==> src/hdl/stfs_pkg.sv <==
// ----------------------------------------------------------------------------
// Subarray target sum finder package
// Shared sizes, status codes, controller states and the result record.
// ----------------------------------------------------------------------------
package stfs_pkg;

  localparam int MaxLen   = 1024;
  localparam int ElemBits = 16;
  localparam int IdxW     = $clog2(MaxLen);
  localparam int PosW     = IdxW + 1;
  localparam int TargetW  = 26;
  localparam int SumW     = TargetW + 1;
  localparam int OutIdxW  = 10;

  typedef enum logic [1:0] {
    STATUS_NONE  = 2'd0,
    STATUS_FOUND = 2'd1,
    STATUS_LONG  = 2'd2
  } status_e;

  typedef enum logic [1:0] {
    ST_IDLE,
    ST_SHRINK,
    ST_READ,
    ST_FINAL
  } state_e;

  typedef struct packed {
    status_e              status;
    logic [OutIdxW-1:0]   run_start;
    logic [OutIdxW-1:0]   run_end;
  } result_t;

endpackage

==> src/hdl/stfs_result_buf.sv <==
// ----------------------------------------------------------------------------
// Result output register
// Holds one result transaction so the engine can move on while it waits.
// ----------------------------------------------------------------------------
module stfs_result_buf
  import stfs_pkg::*;
(
  input  logic              clk_i,
  input  logic              rst_ni,
  input  logic              res_valid_i,
  output logic              res_ready_o,
  input  stfs_pkg::result_t res_i,
  output logic              out_valid_o,
  input  logic              out_ready_i,
  output stfs_pkg::result_t out_o
);

  logic    valid_q, valid_d;
  result_t data_q;

  assign res_ready_o = !valid_q || out_ready_i;
  assign out_valid_o = valid_q;
  assign out_o       = data_q;

  always_comb begin
    valid_d = valid_q;
    if (out_ready_i) begin
      valid_d = 1'b0;
    end
    if (res_valid_i && res_ready_o) begin
      valid_d = 1'b1;
    end
  end

  always_ff @(posedge clk_i) begin
    if (res_valid_i && res_ready_o) begin
      data_q <= res_i;
    end
  end

  always_ff @(posedge clk_i or negedge rst_ni) begin
    if (!rst_ni) begin
      valid_q <= 1'b0;
    end else begin
      valid_q <= valid_d;
    end
  end

endmodule

==> config.mk <==
export PLATFORM = sky130hd
export DESIGN_NAME = stfs_result_buf
export DESIGN_NICKNAME = d
export VERILOG_FILES = /design/src/hdl/stfs_pkg.sv /design/src/hdl/stfs_result_buf.sv
export SDC_FILE = /design/constraint.sdc
export NUM_CORES = 1
export LEC_CHECK = 0
export ABC_AREA = 0
export BUFFER_PORTS_ARGS = -buffer_cell sky130_fd_sc_hd__buf_2
export CORE_MARGIN = 5
export CORE_UTILIZATION = 41
export DETAILED_ROUTE_END_ITERATION = 10
export PLACE_DENSITY_LB_ADDON = 0.05
export SYNTH_ARGS = -nofsm -noshare
export SYNTH_HDL_FRONTEND = slang
export SYNTH_SLANG_ARGS = --single-unit
==> constraint.sdc <==
create_clock -name clk_i -period 2.3 [get_ports clk_i]
set_clock_uncertainty 0.15 [all_clocks]
set_input_delay 0.345 -clock clk_i [delete_from_list [all_inputs] [get_ports clk_i]]
set_output_delay 0.345 -clock clk_i [all_outputs]
set_load 0.01 [all_outputs]
---- Word level (Yosys, flattened, before mapping) ----
Cells that the tools add are included.
W data, S select, Z words.
storage, ports and cells
  output and inout port bits .............. 24
  bits in registers ....................... 23
  logic and storage cells ................. 10
  input bits .............................. 26
cells by class
  reductions and logical operators ........ 4
  muxes and demuxes ....................... 2
operators with widths
  cell                 count
  $mux W1              2
  $reduce_bool A2 Y1   1
  $logic_and A1 B1 Y1  1
  $logic_not A1 Y1     1
  $logic_or A1 B1 Y1   1

---- Logic depth before layout (Yosys ltp) ----
  depth after elaboration ................. 4
  gate-level depth with buffers ........... 2
  gate-level depth less buffers ........... 2

---- Worst setup path after synthesis ----
No wires, ideal clock.
  kind .................................... register to register
  start point ............................. register valid_q (netlist: out_valid_o)
  end point ............................... register data_q, in the netlist out_o[0] (enable)
  setup slack ............................. 1.024 ns
  data required time ...................... 1.827 ns
  data arrival time ....................... 0.803 ns
  clock period less this slack ............ 1.276 ns
  library setup time ...................... 0.323 ns
  path buffers ............................ 0
  cell stages (with the launch flop) ...... 3
  cells stage by stage .................... dfrtp_1 > nand2b_4 > and2_4
between the ends
  word-level cells in the longest chain between the ends .. 3
RTL lines
  item                      line                   text
  start: declaration        stfs_result_buf.sv:18  logic valid_q, valid_d;
  start signal: assignment  stfs_result_buf.sv:45  valid_q <= valid_d;
  $logic_not A1 Y1          stfs_result_buf.sv:21  assign res_ready_o = !valid_q || out_ready_i;
  $logic_or A1 B1 Y1        stfs_result_buf.sv:21
  named net res_ready_o     stfs_result_buf.sv:11  output logic res_ready_o,
  $logic_and A1 B1 Y1       stfs_result_buf.sv:36  if (res_valid_i && res_ready_o) begin
  end signal: assignment    stfs_result_buf.sv:37  data_q <= res_i;
  end: declaration          stfs_result_buf.sv:19  result_t data_q;
The timed path passes the listed nets, and every way through them passes these cells.
A chain may end at the register's enable or synchronous reset.

---- Final worst setup path ----
  start point ............................. register valid_q (netlist: out_valid_o)
  end point ............................... output res_ready_o
between the ends
  word-level cells in the longest chain between the ends .. 2
RTL lines
  item                line
  $logic_not A1 Y1    stfs_result_buf.sv:21
  $logic_or A1 B1 Y1  stfs_result_buf.sv:21
  end: declaration    stfs_result_buf.sv:11
No other way between the ends.

==> run summary <==
GLOBAL ROUTE
---------------------------------------------------------------------------------
Number of global-route vias before repair                                     377
Overflow left after global routing                                              0
Antenna violations before repair                                                0
Gr usage total                                                             9.271%
Largest net degree at the start of global routing                              23
First-pass GRT wire length                                                1731 um

SYNTH
---------------------------------------------------------------------------------
Seq cells post-synth                                                           23
Share of the yosys chip area belonging to registers                        95.97%
Cell taking the most area after synthesis                            sky130_fd_sc_hd__edfxtp_1
Yosys Warn Count                                                                0
Top-area cell type share of the netlist area                               92.47%
Synth Net Count                                                                52
Netlist area before placement                                          714.4 um^2
Cell variety after synth                                                        5
Top area cells in the synthesized netlist                            sky130_fd_sc_hd__edfxtp_1, sky130_fd_sc_hd__dfrtp_1, sky130_fd_sc_hd__nand2b_4
Synth Area per Inst                                                    27.48 um^2
Post-synthesis cell count                                                      26

DETAILED ROUTING
---------------------------------------------------------------------------------
Detailed Routing Iterations Pass 1                                              2
Vias per inst                                                               4.423
Routed wire length                                                        1269 um
Antenna Nets Post-Route                                                         0
Total via count in the routed design                                          429
Average wire per standard cell                                           13.08 um
Starting DRT DRC Count                                                          5
Count of unresolved DRC violations after routing                                0

TIMING
---------------------------------------------------------------------------------
Hold slack                                                               54.49 ps
Fin worst setup slack                                                    876.6 ps
Slew at the pin with the worst max-slew slack                            283.5 ps
Final worst-path cycle share                                               61.89%
Max-slew violation total from the final report                                  0
Setup tns final                                                              0 ps
Final Hold Vio Count                                                            0
Final period demand of the worst path                                     1423 ps
Setup violation total in the final timing report                                0
Tightest slew margin relative to the limit                                 81.10%
Fmax                                                                    702.5 MHz
Unrepaired setup endpoints after global routing                             false

PLACEMENT
---------------------------------------------------------------------------------
Cell Count Post-Placement                                                      92
Post-Place Worst Slack                                                   950.4 ps
# port buffers                                                                 49
RePlAce Congestion                                                         0.6595

DIE
---------------------------------------------------------------------------------
Die boundary height                                                      51.75 um
Width of the die                                                         51.75 um
Rows                                                                           15
Core area                                                               1689 um^2
Top-level port count                                                           50
Overall die area                                                        2678 um^2
Starting utilization of the core area                                      42.30%

HOLD PATH
---------------------------------------------------------------------------------
Worst min-delay path class                                                 in2reg

CELLS AND AREA
---------------------------------------------------------------------------------
Seq. cell area                                                         685.7 um^2
Layout overhead on the synthesized area                                    42.56%
Final cell count without fillers                                               97
Fin util                                                                   60.30%
Net count of the finished layout                                              107
Antenna diode count                                                             0
Area of the multi-input gates                                          28.78 um^2
Layout cells sized above 1                                                 68.75%
Layout filler cell count                                                      137

SETUP PATH
---------------------------------------------------------------------------------
Required time at the endpoint of the critical path                        1800 ps
Maximum fanout count along the critical path                                    3
Kind of launch point of the worst setup path                             register
CP Data Arrival Time                                                       930 ps
Kind of end point of the critical path                               primary output
Kind of critical path                                                     reg2out

CLOCKING
---------------------------------------------------------------------------------
Sink count of the clock tree                                                   23
CTS tree                                                                     done
Resize count post-CTS                                                           0
Number of buffers on the longest clock path                                     2
H-Tree Depth                                                                    1
Number of post-CTS setup repair buffers                                         0
Clock slew seen by the registers of the worst setup and hold paths         120 ps
Number of buffers created by CTS                                                3
Clock latency of the later-clocked register in the worst-skew pair         300 ps
Clock Root Buffer                                                    sky130_fd_sc_hd__clkbuf_4

OUTCOME
---------------------------------------------------------------------------------
Status                                                               complete, no violations

RUN
---------------------------------------------------------------------------------
Max-Cap Viols                                                                   0

PWR
---------------------------------------------------------------------------------
Standby leakage power                                                   0.4498 nW
Power Density                                                        726.9 nW/um^2
Maximum vdd drop                                                        0.4051 mV

==> cell families after synthesis <==
family	synth area share (%)
AND/OR/NAND/NOR	4.028
flip-flops	95.97
==> sequential cells by signal (all words and copies together) (netlist names) <==
register / flops
out_o: 22
out_valid_o: 1
==> metrics by stage <==
| step | instance area [um^2] | total power, mW |
|---|---|---|
| after detailed placement | 980.9 | 0.5712 |
| final | 1018 | 0.7403 |
| after global placement | 980.9 | 0.5707 |
| after CTS | 1018 | 0.7484 |
| after global routing | 1018 | 0.7724 |
| after floorplan | 714.4 | 0.5270 |
==> worst max-delay path, stage by stage (launching register included) <==
cell and delay (ps):
sky130_fd_sc_hd__dfrtp_1 420, sky130_fd_sc_hd__nand2b_4 80, sky130_fd_sc_hd__buf_2 120
==> layout by cell type, fill, tap and decap left out, drive strengths merged <==
master       netlist  routed
buf                0      49
edfxtp            22      22
clkbuf             0       3
nand2b             2       2
and2               1       1
clkinv             0       1
dlygate4sd3        0       1
dfrtp              1       1
==> worst paths after layout <==
path                             start           to  slack [ps]  depth (start not counted)
max                        out_valid_o  res_ready_o         880                          2
max reg2reg                out_valid_o     out_o[2]        1010                          2
min in group asynchronous       rst_ni  out_valid_o         160                          2
min reg2reg                out_valid_o  out_valid_o         400                          2
max in group asynchronous       rst_ni  out_valid_o        1750                          2
min                           res_i[8]     out_o[8]          50                          1
==> timing repair <==
item / CTS / global route
setup endpoints to repair: 0 / 0
hold buffers: 1 / 0
hold endpoints to repair: 1 / 0
==> layout make-up <==
class / instances / share of cell area, %
Clock inverter: 1 / 0.4914
Clock buffer: 3 / 2.211
Sequential cell: 23 / 67.32
Timing Repair Buffer: 50 / 25.06
Multi-Input combinational cell: 3 / 2.826
Tap cell: 17 / 2.088
==> synthesized netlist by cell type (all sizes together) <==
master / number
edfxtp: 22
dfrtp: 1
nand2b: 2
and2: 1
==> per-layer routing <==
layer  vias to the layer above  wire length (um)  track usage [%]
met4                         0                 0            3.930
li1                        207                 -                -
met3                         0               158            4.298
met2                        27               667            15.68
met5                         -                 0                0
met1                       195               442            9.886
==> report_power, final <==
part | internal (mW) | switching, mW
sequential | 0.486 | 0.00522
clock | 0.0648 | 0.115
combinational | 0.0342 | 0.0356
total | 0.585 | 0.155
No activity file was read; power rests on OpenSTA's default activity.
